<file path="config.mk">
export PLATFORM = sky130hd
export DESIGN_NAME = f2mn_log_cell
export DESIGN_NICKNAME = d
export VERILOG_FILES = /design/src/sv/f2mn_pkg.sv /design/src/sv/f2mn_log_cell.sv
export SDC_FILE = /design/constraint.sdc
export NUM_CORES = 2
export LEC_CHECK = 0
export BUFFER_PORTS_ARGS = -buffer_cell sky130_fd_sc_hd__buf_2
export CORE_ASPECT_RATIO = 0.9
export CORE_MARGIN = 5
export CORE_UTILIZATION = 55
export CTS_BUF_LIST = sky130_fd_sc_hd__clkbuf_16
export CTS_CLUSTER_DIAMETER = 100
export CTS_CLUSTER_SIZE = 10
export DETAILED_ROUTE_END_ITERATION = 7
export PLACE_DENSITY = 0.73
export SLEW_MARGIN = 30
export SYNTH_ARGS = -nofsm -noshare
export SYNTH_HDL_FRONTEND = slang
export SYNTH_SLANG_ARGS = --single-unit
</file>
<file path="constraint.sdc">
create_clock -name clk -period 14.7 [get_ports clk]
set_input_delay 2.205 -clock clk [delete_from_list [all_inputs] [get_ports clk]]
set_output_delay 2.205 -clock clk [all_outputs]
set_load 0.02 [all_outputs]
</file>
<file path="src/sv/f2mn_pkg.sv">
package f2mn_pkg;

  // Mantissa carried with 31 fraction bits, value in [1,2)
  localparam int unsigned MANT_W = 32;
  localparam int unsigned FREQ_W = 24;
  localparam int unsigned MSB_W  = 5;

  // Control and payload that travel down the cell chain with each request
  typedef struct packed {
    logic              valid;
    logic              nz;
    logic [MANT_W-1:0] mant;
    logic [15:0]       amp;
    logic [3:0]        chan;
  } f2mn_ctl_t;

endpackage

</file>
<file path="src/sv/f2mn_log_cell.sv">
// One squaring step of the log2 fraction: square the mantissa, emit one bit.
module f2mn_log_cell
  import f2mn_pkg::*;
#(
  parameter int unsigned FW = 16,
  parameter int unsigned POS = 0
) (
  input  logic          clk,
  input  logic          rst,
  input  logic          advance,
  input  f2mn_ctl_t     ctl_in,
  input  logic [MSB_W-1:0] msb_in,
  input  logic [FW-1:0] frac_in,
  output f2mn_ctl_t     ctl_out,
  output logic [MSB_W-1:0] msb_out,
  output logic [FW-1:0] frac_out
);

  logic [2*MANT_W-1:0] sq;
  logic [MANT_W:0]     m2;
  logic                bit_set;
  logic [MANT_W-1:0]   m_next;
  logic [FW-1:0]       frac_next;

  // Square and renormalize
  always_comb begin
    sq        = {{MANT_W{1'b0}}, ctl_in.mant} * {{MANT_W{1'b0}}, ctl_in.mant};
    m2        = sq[MANT_W+31:31];
    bit_set   = m2[MANT_W];
    m_next    = bit_set ? m2[MANT_W:1] : m2[MANT_W-1:0];
    frac_next = frac_in;
    frac_next[FW-1-POS] = bit_set;
  end

  // Hand the request to the next cell
  always_ff @(posedge clk) begin
    if (rst) begin
      ctl_out.valid <= 1'b0;
    end else if (advance) begin
      ctl_out.valid <= ctl_in.valid;
    end
  end

  always_ff @(posedge clk) begin
    if (advance) begin
      ctl_out.nz   <= ctl_in.nz;
      ctl_out.mant <= m_next;
      ctl_out.amp  <= ctl_in.amp;
      ctl_out.chan <= ctl_in.chan;
      msb_out      <= msb_in;
      frac_out     <= frac_next;
    end
  end

endmodule

</file>
==> run_results.csv <==
group,metric,value,unit
placed_design,gp_congestion,0.911,
floorplan,die_w,264,microns
timing,grt_setup_unrepaired,"no",
grt,first_global_vias,24672,
timing,finalHoldViolCount,0,
clock_network,ctsResizeCount,0,
setup_path,worstSetupEndpointType,"register",
route,avgRoutedWirePerCell,18.6,microns
layout,syn_to_final_growth,5.50,%
yosys,synthDistinctLibCells,62,
yosys,synth_nets,4441,
timing,finalSetupTns,0,ns
layout,final_nets,4503,
timing,period_needed,11.05,ns
yosys,yosysTopAreaCellShare,0.497,
timing,finalClockSkew,0,ns
setup_path,crit_type,"primary input to register",
timing,finalCritPeriodShare,0.752,
yosys,synth_top_area_cell,"fa_1",
timing,finalSetupViolations,0,
clock_network,cts-buffers-inserted,9,
clock_network,htree_levels,3,
yosys,yosys_most_used_dff,"edfxtp_1",
yosys,synthCells,3272,
route,drt_pass1_iterations,6,
clock_network,clkTransAtPathRegs,0.05,ns
floorplan,die_h,238,microns
run,cap_viol_max_count,0,
timing,fmax,0.0905,GHz
floorplan,start_util,0.556,
yosys,ys_ff_latch,75,
min_path,min_path_type,"register to register",
timing,timing.hold.ws,0.488,ns
setup_path,startpoint_type,"primary input",
yosys,ys_warn_count,0,
yosys,seq_area_frac_synth,0.0704,
timing,worstMarginPinSlew,1.02,ns
grt,grt_overflow,0,
route,drc,0,
yosys,synth_area_leaders,"fa_1 50%, ha_1 12%, inv_1 11%",
outcome,status,"complete, no violations",
route,drt_iter0_markers,1290,
route,vias,21697,
floorplan,ios,153,
grt,grt_use_total,0.255,
timing,finalWorstSetupSlack,3.65,ns
timing,slew_violations,0,
yosys,synth_area_per_cell,9.73,sq um
clock_network,insertion_delay,0.32,ns
layout,fin_area,0.0336,sq mm
yosys,synth_edf_count,74,
placed_design,placed_cell_area,0.0332,sq mm
yosys,netlist_top_cells_count,"975 x inv_1, 791 x fa_1, 304 x nand2_1, 300 x ha_1, 230 x and2_1",
placed_design,dp_slack,3.40,ns
yosys,yosys.cell_count.top_type,"inv_1",
placed_design,portBuffers,151,
grt,antenna_found_initial,3,
clock_network,tritoncts,"done",
yosys,synth_async_sr_flop_share,0,
placed_design,hpwl,60600,microns
yosys,syn_area,0.0318,sq mm
setup_path,worstPathMaxFanout,27,
floorplan,die_area,0.0628,sq mm
clock_network,clk_path_buf_depth,2,
route,antenna_left,0,
clock_network,postCtsHoldBufs,0,
timing,relSlewSlack,0.320,
grt,grt_max_degree,76,
clock_network,root_buffer,"clkbuf_16",
route,via_per_inst,5.28,
clock_network,cts.sinks,75,
setup_path,cp_data_arrival_time,11.12,ns
floorplan,row_count,83,
setup_path,critical_path_required,14.77,ns
clock_network,post-cts-setup-buffers,0,
grt,grt_pass1_wl,128000,microns
route,drt_wl_total,76400,microns
layout,final_layout_size_suffix_gt1_frac,0.0686,
floorplan,coreArea,0.0572,sq mm
## cell type report
cell class	instances	area, sq um
Timing Repair Buffer	172	916
Tap cell	765	957
Antenna cell	3	7.51
Clock buffer	9	225
Multi-Input combinational cell	2099	25400
Clock inverter	7	131
Sequential cell	75	2240
Inverter	977	3670
Fill cell	4887	23600
## cells in the final DEF (no fill, tap or decap), types with 4 or more instances in the layout
cell type,Yosys,routed
inv_1,975,976
fa_1,791,791
nand2_1,304,304
ha_1,300,300
and2_1,230,230
buf_2,2,150
edfxtp_1,74,74
a21oi_1,68,68
nor2_1,63,63
xnor2_1,40,40
xor2_1,37,37
a21o_1,36,36
o21ai_0,27,27
buf_4,0,22
nand3_1,16,16
nand4_1,15,15
o21bai_1,14,14
mux2_2,14,14
a31oi_1,12,12
o211ai_1,11,11
nor2b_1,10,10
a31o_2,10,10
nor3_1,10,10
mux2i_1,9,9
mux2_1,9,9
clkbuf_16,0,9
and3_1,8,8
a211oi_1,6,6
o21ai_1,6,6
or2_2,5,5
bufinv_16,0,4
## per-layer routing
| metal | global-route usage | vias to the layer above | wire length, microns |
|---|---|---|---|
| met1 | 0.335 | 11030 | 30000 |
| met4 | 0.0722 | 0 | 2700 |
| met5 | 0 | - | 0 |
| met2 | 0.444 | 765 | 38200 |
| met3 | 0.0434 | 180 | 5500 |
| li1 | - | 9722 | - |
## flip-flops by register name, indices dropped and copies added (netlist names)
| name | flops |
|---|---|
| msb_out | 5 |
| ctl_out | 54 |
| frac_out | 16 |
## critical path, stage by stage
cell      delay [ns]
buf_2           0.08
buf_4           0.41
clkinv_1        0.54
nor2_1          0.36
fa_1            0.49
fa_1            0.55
inv_1           0.06
fa_1            0.45
fa_1            0.55
inv_1           0.06
fa_1            0.55
fa_1            0.43
fa_1            0.51
fa_1            0.41
ha_1            0.38
a21oi_1         0.32
o211ai_1        0.14
a311oi_1        0.51
o311ai_1        0.26
nand2_1         0.31
a21oi_2         0.14
a2111o_1        0.42
and3_1          0.15
buf_4           0.23
inv_4           0.22
mux2_2          0.37
## per-stage QoR
step | utilization | std cells
2_1_floorplan | - | 3272
3_3_place_gp | 0.581 | 4088
3_5_place_dp | 0.581 | 4088
4_1_cts | 0.587 | 4104
5_1_grt | 0.587 | 4105
6_report | 0.587 | 4107
## worst paths after layout
path	start	slack [ns]	end	cells past startpoint
min reg2reg	ctl_out[53]	0.49	ctl_out[53]	2
max	ctl_in[36]	3.65	ctl_out[36]	26
min	ctl_out[53]	0.49	ctl_out[53]	2
max reg2reg	ctl_out[53]	14.13	ctl_out[53]	2
## cell families after synthesis
logic type      after synthesis  share of synthesized area
flops                        75                     0.0704
compound gates              224                     0.0486
fa+ha+maj                  1091                      0.615
simple gates                675                      0.103
xor+xnor                     77                     0.0212
mux                          32                     0.0110
buf+inv                    1098                      0.131
Power is not shown: default switching activity piles up to over one toggle a cycle in this logic, so the estimate is an artifact.
