## src/sv/f2mn_pkg.sv

```systemverilog
package f2mn_pkg;

  // Mantissa carried with 31 fraction bits, value in [1,2)
  localparam int unsigned MANT_W = 32;
  localparam int unsigned FREQ_W = 24;
  localparam int unsigned MSB_W  = 5;

  // Control and payload that travel down the cell chain with each request
  typedef struct packed {
    logic              valid;
    logic              nz;
    logic [MANT_W-1:0] mant;
    logic [15:0]       amp;
    logic [3:0]        chan;
  } f2mn_ctl_t;

endpackage

```

## src/sv/f2mn_finish.sv

```systemverilog
// Turn log2 into note, cents and velocity over three registered stages.
module f2mn_finish
  import f2mn_pkg::*;
#(
  parameter int unsigned FW = 16,
  parameter int unsigned FFB = 8
) (
  input  logic             clk,
  input  logic             rst,
  input  logic             advance,
  input  f2mn_ctl_t        ctl_in,
  input  logic [MSB_W-1:0] msb_in,
  input  logic [FW-1:0]    frac_in,
  input  logic [MSB_W+FW-1:0] log440,
  output logic             valid_out,
  output logic             note_valid,
  output logic [6:0]       note_number,
  output logic [14:0]      cents_offset,
  output logic [6:0]       velocity,
  output logic [3:0]       channel_out
);

  localparam int unsigned SW = MSB_W + FW + 8;

  // Stage A: semitone value and velocity
  logic              va;
  logic              nz_a;
  logic signed [SW-1:0] s_a;
  logic [6:0]        vel_a;
  logic [3:0]        ch_a;
  // Stage B: rounded note and difference
  logic              vb;
  logic              nz_b;
  logic [6:0]        note_b;
  logic signed [SW-1:0] d_b;
  logic [6:0]        vel_b;
  logic [3:0]        ch_b;

  logic signed [SW-1:0] lg, s_next, mag_s, rs;
  logic [15:0]       ampc;
  logic [23:0]       vprod;
  logic signed [SW-1:0] note_fx;
  logic signed [SW+7:0] c100, cmag, cr;
  logic signed [SW-1:0] half;

  always_comb begin
    half   = SW'(1) <<< (FW - 1);
    lg     = SW'({msb_in, frac_in}) - SW'(log440) - (SW'(FFB) <<< FW);
    s_next = (SW'(69) <<< FW) + lg * SW'(12);
    // clamp amplitude to 0..1.0
    if (ctl_in.amp[15]) ampc = '0;
    else if (ctl_in.amp > 16'd16384) ampc = 16'd16384;
    else ampc = ctl_in.amp;
    vprod = 24'(ampc) * 24'd127 + 24'd8192;
  end

  always_comb begin
    mag_s = s_a[SW-1] ? -s_a : s_a;
    rs    = (mag_s + half) >>> FW;
    if (s_a[SW-1]) rs = -rs;
    note_fx = rs;
    if (rs < 0) note_fx = '0;
    else if (rs > SW'(127)) note_fx = SW'(127);
  end

  always_comb begin
    c100 = (SW+8)'(d_b) * (SW+8)'(100);
    cmag = c100[SW+7] ? -c100 : c100;
    cr   = (cmag + (SW+8)'(half)) >>> FW;
    if (c100[SW+7]) cr = -cr;
    if (cr < -(SW+8)'(16384)) cr = -(SW+8)'(16384);
    else if (cr > (SW+8)'(16383)) cr = (SW+8)'(16383);
  end

  always_ff @(posedge clk) begin
    if (rst) begin
      va <= 1'b0;
      vb <= 1'b0;
      valid_out <= 1'b0;
    end else if (advance) begin
      va <= ctl_in.valid;
      vb <= va;
      valid_out <= vb;
    end
  end

  always_ff @(posedge clk) begin
    if (advance) begin
      nz_a  <= ctl_in.nz;
      s_a   <= s_next;
      vel_a <= vprod[20:14];
      ch_a  <= ctl_in.chan;
      nz_b   <= nz_a;
      note_b <= note_fx[6:0];
      d_b    <= s_a - (note_fx <<< FW);
      vel_b  <= vel_a;
      ch_b   <= ch_a;
      note_valid   <= nz_b;
      note_number  <= nz_b ? note_b : 7'd0;
      cents_offset <= nz_b ? cr[14:0] : 15'd0;
      velocity     <= nz_b ? vel_b : 7'd0;
      channel_out  <= ch_b;
    end
  end

endmodule

```

## config.mk

```make
export PLATFORM = sky130hd
export DESIGN_NAME = f2mn_finish
export DESIGN_NICKNAME = d
export VERILOG_FILES = /design/src/sv/f2mn_pkg.sv /design/src/sv/f2mn_finish.sv
export SDC_FILE = /design/constraint.sdc
export NUM_CORES = 1
export LEC_CHECK = 0
export ABC_AREA = 1
export BUFFER_PORTS_ARGS = -buffer_cell sky130_fd_sc_hd__buf_2
export CORE_UTILIZATION = 65
export CTS_CLUSTER_SIZE = 14
export DETAILED_ROUTE_END_ITERATION = 10
export GPL_ROUTABILITY_DRIVEN = 0
export PLACE_DENSITY = 0.95
export SYNTH_ARGS = -nofsm -noshare
export SYNTH_HDL_FRONTEND = slang
export SYNTH_SLANG_ARGS = --single-unit
```

## constraint.sdc

```tcl
create_clock -name clk -period 17.2 [get_ports clk]
set_input_delay 3.44 -clock clk [delete_from_list [all_inputs] [get_ports clk]]
set_output_delay 3.44 -clock clk [all_outputs]
set_load 0.1 [all_outputs]
```

==> summary.md, run 1 <==
| Metric | Value |
|---|---|
| CTS Hold Buffers Added | 0 |
| CTS tree | yes |
| Core ar. | 23500 µm² |
| Largest family of logic cells by synthesized area | adder cells |
| Share of cells above drive strength 1 | 0.113 |
| Post-CTS sizing | 0 |
| Final setup viols | 0 |
| DRC Markers | 0 |
| Synth Instances | 2018 |
| Antenna violation net count after detailed routing | 0 |
| Wirelength per Cell | 16.2 µm |
| EDFF count, synth | 119 |
| # H-tree levels | 4 |
| Clk slew on worst S/H paths | 70 ps |
| Core Rows | 56 |
| Final Max Tran Viols | 0 |
| Worst-Skew Late Latency | 450 ps |
| Most frequent CP cell | inv_1 |
| Hold Path Class | flip-flop to flip-flop |
| Clock root buffer | clkbuf_16 |
| Setup_tns | 0 ps |
| Area growth syn-to-layout | 8.95% |
| Nets | 2521 |
| Crit share post-route | 0.596 |
| #FFs+latches synth | 122 |
| Mapped cell area | 15500 µm² |
| Asr flop ratio synth | 0 |
| Syn_area_per_cell | 7.69 µm² |
| GR Util met2 | 0.619 |
| WL final | 39800 µm |
| Type of origin of the critical path | input port |
| Die Height | 157 µm |
| Slew headroom | 0.316 |
| Adder-Cell Fraction of Synth Area | 0.276 |
| # clock sinks | 122 |
| Synthesis Warnings | 0 |
| Vias in the first global route | 14.4k |
| M1 GR Usage | 0.356 |
| Post-synthesis cell type count | 45 |
| Skew final | 23.5 ps |
| IO Count | 134 |
| CP arrival | 10450 ps |
| Final Hold Viols | 0 |
| Iteration-0 DRC Markers | 1584 |
| Worst-path maximum fanout | 9 |
| Crit Path Class | input port to flip-flop |
| Commonest non-fill, non-tap cell in the layout | nand2_1 |
| Grt ovf | 0 |
| Die area | 24500 µm² |
| Kind of end point of the critical path | flip-flop |
| Post-synth top flop | edfxtp_1 |
| Status | complete, no violations |
| Most frequent cells in the layout | nand2_1 (559), inv_1 (313), ha_1 (215), nor2_1 (140), nand3_1 (124) |
| Req. time, crit path | 17390 ps |
| Die width | 157 µm |
| Post-synthesis mux area share | 0 |
| DP Wirelength | 28700 µm |
| Via count | 14.4k |
| Max stage delay on crit path | 540 ps |
| Setup bufs post-CTS | 0 |
| Max-cap violations | 0 |
| RSZ-0062 raised after global routing | false |
| Inserted Clock Buffers | 17 |
| Initial Util | 0.661 |
| Simple-Gate Fraction of Synth Area | 0.275 |
| Global routing usage on met3 | 0.0764 |
| Global routing's busiest layer | met2 |
| ANT cells | 0 |
| Post-DR vias/cell | 5.86 |
| First-pass GRT wire length | 66300 µm |
| Slowest-stage cell, CP | fa_1 |
| Sequential area share after synthesis | 0.234 |
| FMAX | 97.5 MHz |
| DR pass1 iterations | 9 |
| Port Buf Inserts | 101 |
| Compound-Gate Fraction of Synth Area | 0.0670 |
| Gr usage total | 0.342 |
| Clock buffer depth | 2 |
| Initial antenna violation count | 0 |
| Largest net degree at the start of global routing | 82 |
| Minimum clock period | 10260 ps |
| Post-synthesis xor/xnor area fraction | 0.0609 |
| Slew @ Worst Pin | 1030 ps |
==> sequential cells by signal (all words and copies together), names as in the netlist, 4 cells and up <==
name          flops
velocity          7
ch_b              4
cents_offset     15
channel_out       4
d_b              27
vel_a             7
note_number       7
vel_b             7
ch_a              4
s_a              27
note_b            7
==> cell families after synthesis <==
logic type	after synthesis
and+or+nand+nor	967
xor gates and xnor gates	108
buffers and inverters	343
DFF	122
other	1
AOI/OAI and AO/OA	182
adders and majority gates	295
==> stage by stage <==
stage | setup slack [ps] | utilization | std cells | cell area, µm² | hold WS (ps)
floorplan | 8300 | - | 2022 | 15500 | 400
global placement | 7530 | 0.696 | 2427 | 16300 | 401
detailed placement | 6790 | 0.696 | 2427 | 16300 | 405
CTS | 7110 | 0.721 | 2459 | 16900 | 416
global route | 6370 | 0.721 | 2459 | 16900 | 430
finish | 6940 | 0.721 | 2459 | 16900 | 410
==> cell usage after synthesis, drive strengths merged, types with 2 or more instances <==
library cell  number  share of area
nand2            595           0.15
xor2              71          0.040
a211oi             2        0.00097
buf               13         0.0067
dfxtp              3         0.0039
nor2             166          0.047
o21ai             50          0.016
or2                6         0.0024
a31o               2         0.0011
nor3              11         0.0035
nand3b            11         0.0053
fa                80           0.10
xnor2             37          0.021
a21oi            104          0.037
inv              327          0.079
nor4               6         0.0024
clkbuf             3        0.00073
nand4             31          0.012
a31oi              2        0.00081
nand3            137          0.048
o21bai             8         0.0039
and2               3         0.0012
ha               215           0.17
a21boi             5         0.0024
edfxtp           119           0.23
a21o               6         0.0029
==> metal layers <==
| layer | up-vias | part of all wire |
|---|---|---|
| met5 | - | 0 |
| li1 | 6744 | - |
| met1 | 6582 | 0.36 |
| met3 | 270 | 0.073 |
| met2 | 812 | 0.51 |
| met4 | 0 | 0.063 |
==> area by class of cell <==
class | count | area [µm²]
clock buffers | 19 | 433
clock inverters | 13 | 143
fillers | 1568 | 6560
inverters | 327 | 1230
multi-input cells | 1557 | 10600
flip-flops and latches | 122 | 3630
well taps | 319 | 399
repair buffers | 102 | 515
==> worst paths after layout <==
kind                                          from  slack, ps  cells past startpoint            endpoint
worst max register to register   s_a[28]$_DFFE_PP_       9170                     36   d_b[28]$_DFFE_PP_
worst min-delay path            vel_a[0]$_DFFE_PP_        410                      0  vel_b[0]$_DFFE_PP_
worst min register to register  vel_a[0]$_DFFE_PP_        410                      0  vel_b[0]$_DFFE_PP_
worst max-delay path                    ctl_in[18]       6940                     30  vel_a[6]$_DFFE_PP_
==> worst max-delay path, delay by kind of cell <==
| family | cells | cell delay (ps) |
|---|---|---|
| AO/OA/AOI/OAI | 6 | 1540 |
| XOR/XNOR | 1 | 110 |
| adder cells (fa/ha/maj) | 5 | 2430 |
| buffers and inverters | 7 | 880 |
| AND/OR/NAND/NOR | 11 | 2050 |
Power of run 1 is left out: the tool's default activity adds up to more than one toggle a clock period on the data nets, which glitch-free logic cannot reach.
==> run 2: changes to the inputs <==
CORE_UTILIZATION = 56   (was 65)
PLACE_DENSITY = 0.88   (was 0.95)
clock period = 9.1 ns   (was 17.2 ns; I/O delays follow)
==> run 2 against run 1 <==
Clock skew is 11 ps lower. Flip-flop and latch count unchanged. Wire length is 13% lower. Cell area grew 0.58%. Non-clock buffer count unchanged. Hold slack better by 4.0 ps. Final cell count up 2.2%. First-iteration DRC count shrank 30%. Critical path depth decreased by 5. Die area increased by 16%.
==> summary.md, run 2 (synthesized netlist as in run 1, its figures left out) <==
| Metric | Value |
|---|---|
| Iteration-0 DRC Markers | 1110 (-30%) |
| Wirelength per Cell | 13.8 µm (-15%) |
| Grt ovf | 0 (unchanged) |
| Via count | 13.5k (-6.3%) |
| First-pass GRT wire length | 59700 µm (-9.9%) |
| Post-DP Area | 16400 µm² (+0.41%) |
| RR Startpoint | s_a[28]$_DFFE_PP_ |
| Footprint of the multi-input gates | 10600 µm² (unchanged) |
| Nets | 2521 (unchanged) |
| Vias in the first global route | 13.6k (-5.4%) |
| Minimum clock period | 7950 ps |
| Slew headroom | 0.315 (-0.000811) |
| DP Wirelength | 27000 µm (-5.7%) |
| ANT cells | 0 (unchanged) |
| Worst-Skew Late Latency | 430 ps (-20 ps) |
| CTS tree | yes |
| Share of cells above drive strength 1 | 0.114 (+0.00140) |
| Die area | 28400 µm² (+16%) |
| Critical Path Start | ctl_in[19] |
| # clock sinks | 122 (unchanged) |
| Die width | 169 µm (+7.6%) |
| Biggest regs | d_b (27), s_a (27), cents_offset (15) |
| Port Buf Inserts | 101 (unchanged) |
| Core ar. | 27100 µm² (+15%) |
| Final instance area | 17000 µm² (+0.58%) |
| Hold Path Class | flip-flop to flip-flop |
| WL final | 34600 µm (-13%) |
| Clock buffer depth | 2 (unchanged) |
| Status | complete, no violations |
| Clock root buffer | clkbuf_16 |
| Post-CTS sizing | 0 (unchanged) |
| Most frequent cells in the layout | nand2_1 (559), inv_1 (313), ha_1 (215), nor2_1 (140), nand3_1 (124) |
| CTS Hold Buffers Added | 0 (unchanged) |
| FF/Latch Area | 3630 µm² (unchanged) |
| Slew @ Worst Pin | 1030 ps (+1.22 ps) |
| Worst hold start | vel_a[0]$_DFFE_PP_ |
| Filler Cell Count | 2160 (+38%) |
| Setup_tns | 0 ps (unchanged) |
| # H-tree levels | 4 (unchanged) |
| IO Count | 134 (unchanged) |
| GR Util met2 | 0.504 (-0.115) |
| Clk slew on worst S/H paths | 70 ps (about the same) |
| Global routing's busiest layer | met2 |
| Worst-path maximum fanout | 9 (unchanged) |
| DR pass1 iterations | 8 (-1) |
| Setup bufs post-CTS | 0 (unchanged) |
| Antenna violation net count after detailed routing | 0 (unchanged) |
| Inserted Clock Buffers | 17 (unchanged) |
| Final setup viols | 0 (unchanged) |
| Crit Path Class | input port to flip-flop |
| Global routing usage on met3 | 0.0330 (-0.0435) |
| Largest net degree at the start of global routing | 82 (unchanged) |
| Type of origin of the critical path | input port |
| Initial Util | 0.573 (-0.0886) |
| Req. time, crit path | 9290 ps (-8100 ps) |
| Crit share post-route | 0.874 |
| Commonest non-fill, non-tap cell in the layout | nand2_1 |
| Final Hold Viols | 0 (unchanged) |
| Initial antenna violation count | 0 (unchanged) |
| Max-cap violations | 0 (unchanged) |
| FMAX | 126 MHz |
| Area growth syn-to-layout | 9.59% |
| M1 GR Usage | 0.274 (-0.0826) |
| Final Max Tran Viols | 0 (unchanged) |
| Skew final | 12.6 ps (-10.9 ps) |
| CP arrival | 8140 ps (-2310 ps) |
| Gr usage total | 0.256 (-0.0853) |
| RSZ-0062 raised after global routing | false |
| Post-DR vias/cell | 5.38 (-8.2%) |
| DRC Markers | 0 (unchanged) |
| Core Rows | 60 (+7.1%) |
| Kind of end point of the critical path | flip-flop |
| Die Height | 169 µm (+7.6%) |
==> run 2: worst paths after layout <==
kind,slack (ps),end,depth (start not counted)
worst max register to register,1200,d_b[28]$_DFFE_PP_,36
worst min register to register,410,vel_b[0]$_DFFE_PP_,0
worst min-delay path,410,vel_b[0]$_DFFE_PP_,0
worst max-delay path,1150,vel_a[6]$_DFFE_PP_,25
==> run 2: critical path, stage by stage <==
cell and delay [ps]:
buf_2 100, nor2_1 340, inv_1 210, nor3_1 210
nand4_1 120, nand2_1 270, inv_1 190, nor2_1 430
inv_1 230, fa_1 550, inv_1 80, fa_1 480
fa_1 520, fa_1 490, ha_1 320, a21oi_1 150
o21ai_0 150, a21boi_0 390, o21ai_0 260, nand3_1 150
nand3b_1 130, a21oi_1 240, nor2_1 80, nor2_1 130
xnor2_1 80
==> run 2: stage by stage <==
stage	std cells	hold WS (ps)	setup WS, ps	util
floorplan	2022	400	1820	-
global placement	2480	401	1100	0.605
detailed placement	2480	407	691	0.605
CTS	2512	422	1130	0.628
global route	2512	426	368	0.628
finish	2512	414	1150	0.628
==> run 2: layout make-up <==
cell class | count | area share
clock buffers | 19 | 0.0266
clock inverters | 13 | 0.00912
inverters | 327 | 0.0721
multi-input cells | 1557 | 0.621
flip-flops and latches | 122 | 0.214
well taps | 372 | 0.0274
repair buffers | 102 | 0.0303
==> run 2: layer usage <==
layer / vias to the layer above / part of all wire
met4: 0 / 0.034
met2: 393 / 0.53
met1: 6264 / 0.39
met3: 116 / 0.038
met5: - / 0
li1: 6733 / -
Power of run 2 is left out for the same reason.
==> run 3: changes to the inputs <==
ABC_AREA = 0   (was 1)
CORE_MARGIN = 2   (was not set)
==> run 3 against run 2 <==
Fmax is 5.0% lower. Flip-flop and latch count stayed put. Clock skew is 1.9 ps higher. Critical path depth is 5 lower. Final cell count is 19% lower. Area after synthesis is 1.6% lower. Critical path type is now flip-flop to flip-flop. Highest routed layer unchanged.
==> summary.md, run 3 <==
| Metric | Value |
|---|---|
| DRC Markers | 0 (unchanged) |
| Post-DP Area | 16100 µm² (-2.1%) |
| Mapped cell area | 15300 µm² (-1.6%) |
| Kind of end point of the critical path | flip-flop |
| Largest net degree at the start of global routing | 90 (+9.8%) |
| EDFF count, synth | 119 (unchanged) |
| #FFs+latches synth | 122 (unchanged) |
| Synth area leaders | edfxtp_1 (23%), ha_1 (18%), fa_1 (10%) |
| IO Count | 134 (unchanged) |
| Port Buf Inserts | 101 (unchanged) |
| Hold Path Class | flip-flop to flip-flop |
| Die Height | 169 µm (+0.38%) |
| Synthesis Warnings | 0 (unchanged) |
| Wirelength per Cell | 15.5 µm (+12%) |
| Slew headroom | 0.287 (-0.0281) |
| FMAX | 119 MHz (-5.0%) |
| Slew @ Worst Pin | 1070 ps (+42.1 ps) |
| Biggest regs | d_b (27), s_a (27), cents_offset (15) |
| Inserted Clock Buffers | 17 (unchanged) |
| Iteration-0 DRC Markers | 941 (-15%) |
| CTS Hold Buffers Added | 0 (unchanged) |
| Crit share post-route | 0.920 (+0.0461) |
| Sequential area share after synthesis | 0.238 (+0.00385) |
| Nets | 2063 (-18%) |
| Clock root buffer | clkbuf_16 |
| RR Startpoint | d_b[7]$_DFFE_PP_ |
| Final Max Tran Viols | 0 (unchanged) |
| Area growth syn-to-layout | 8.88% |
| Setup_tns | 0 ps (unchanged) |
| ANT cells | 0 (unchanged) |
| Initial Util | 0.568 (-0.00456) |
| Synth Instances | 1579 (-22%) |
| WL final | 31300 µm (-9.5%) |
| Commonest non-fill, non-tap cell in the layout | ha_1 |
| # clock sinks | 122 (unchanged) |
| Gr usage total | 0.223 (-0.0333) |
| Synth top cells by count | ha_1 (215), inv_1 (133), edfxtp_1 (119) |
| Max-cap violations | 0 (unchanged) |
| Post-synthesis cell type count | 103 (+130%) |
| Req. time, crit path | 9250 ps (-40 ps) |
| Skew final | 14.4 ps (+1.88 ps) |
| Minimum clock period | 8370 ps (+420 ps) |
| Grt ovf | 0 (unchanged) |
| Post-synth top flop | edfxtp_1 |
| Type of origin of the critical path | flip-flop |
| Clk slew on worst S/H paths | 60 ps (about the same) |
| Asr flop ratio synth | 0 (unchanged) |
| Final instance area | 16600 µm² (-2.3%) |
| Worst-Skew Late Latency | 450 ps (+20 ps) |
| First-pass GRT wire length | 52900 µm (-11%) |
| Share of cells above drive strength 1 | 0.125 (+0.0110) |
| RSZ-0062 raised after global routing | false |
| Post-synth top area cell | edfxtp_1 |
| CP arrival | 8520 ps (+380 ps) |
| Setup bufs post-CTS | 0 (unchanged) |
| DR pass1 iterations | 5 (-3) |
| Clock buffer depth | 2 (unchanged) |
| Most common cell in the netlist | ha_1 |
| Antenna violation net count after detailed routing | 0 (unchanged) |
| Final setup viols | 0 (unchanged) |
| Core Rows | 60 (unchanged) |
| Most frequent cells in the layout | ha_1 (215), inv_1 (133), edfxtp_1 (119), nor2_1 (104) |
| Status | complete, no violations |
| # H-tree levels | 4 (unchanged) |
| Critical Path Start | d_b[7]$_DFFE_PP_ |
| Crit Path Class | flip-flop to flip-flop |
| Worst-path maximum fanout | 14 (+5) |
| Core ar. | 26900 µm² (-0.83%) |
| Worst hold start | ch_a[1]$_DFFE_PP_ |
| Die area | 28600 µm² (+0.77%) |
| Via count | 12.0k (-11%) |
| Syn_area_per_cell | 9.67 µm² (+26%) |
| Post-DR vias/cell | 5.92 (+10%) |
| Final Hold Viols | 0 (unchanged) |
| Vias in the first global route | 11.9k (-12%) |
| CTS tree | yes |
| Initial antenna violation count | 1 (+1) |
| DP Wirelength | 24100 µm (-11%) |
| Top cell type's share of synthesized area | 0.234 (+0.00379) |
| Post-CTS sizing | 0 (unchanged) |
| Die width | 169 µm (+0.38%) |
run 3: cell count changes in the layout (fill, tap and decap cells not counted), moves of 20 or more:
cell	change
nor2_1	-36
a21o_1	+38
and2_1	+32
nor3_1	+21
or3_1	+22
inv_1	-180
nand2_1	-474
a21oi_1	-20
xnor2_1	+63
nand2_2	-31
nand3_1	-88
run 3: layout make-up:
class	count	area [µm²]
inverter	133	499
clock buffer	18	429
clock inverter	14	136
timing repair buffer	108	561
sequential	122	3630
tap	341	427
multi-input combinational	1287	10900
fill	2100	10200
run 3: kinds of logic after synthesis:
kind of cell / share of synthesized area
other cells: 0.000246
buf+inv: 0.0465
mux: 0.0106
xor+xnor: 0.101
compound gates: 0.171
fa+ha+maj: 0.281
simple gates: 0.153
flops: 0.238
run 3: metal layers:
| metal | up-vias | GRT usage | routed length (µm) |
|---|---|---|---|
| li1 | 5902 | - | - |
| met1 | 5715 | 0.254 | 13000 |
| met2 | 280 | 0.421 | 16500 |
| met3 | 74 | 0.0285 | 951 |
| met4 | 0 | 0.0884 | 885 |
| met5 | - | 0 | 0 |
run 3: worst max-delay path: stages, from the launching register on:
cell and delay [ps]:
edfxtp_1 450, ha_1 350, fa_1 470, ha_1 330, ha_1 450, a21o_1 260
nor4_1 440, a21oi_1 270, xnor2_1 790, nand4_1 300, or2_0 430, o41ai_2 370
o22a_2 230, nand3_1 340, or3_4 530, or4_4 580, xnor2_4 180, a311oi_1 490
a21oi_4 140, o2111ai_4 510, a21oi_1 140
run 3: path summary, 6_finish.rpt:
path	slack (ps)	to	cells after the start
setup reg to reg	730	cents_offset[2]$_SDFFCE_PP0P_	20
setup / recovery	730	cents_offset[2]$_SDFFCE_PP0P_	20
hold / removal	420	ch_b[1]$_DFFE_PP_	0
hold reg to reg	420	ch_b[1]$_DFFE_PP_	0
run 3: stage by stage:
stage | hold slack, ps | setup WS, ps | instances | utilization
after floorplan | 400 | 1320 | 1583 | -
after global placement | 401 | 880 | 1991 | 0.598
after detailed placement | 405 | 711 | 1991 | 0.598
after CTS | 419 | 752 | 2023 | 0.619
after global routing | 429 | 136 | 2023 | 0.619
final | 419 | 731 | 2023 | 0.619
Power of run 3 is left out for the same reason.
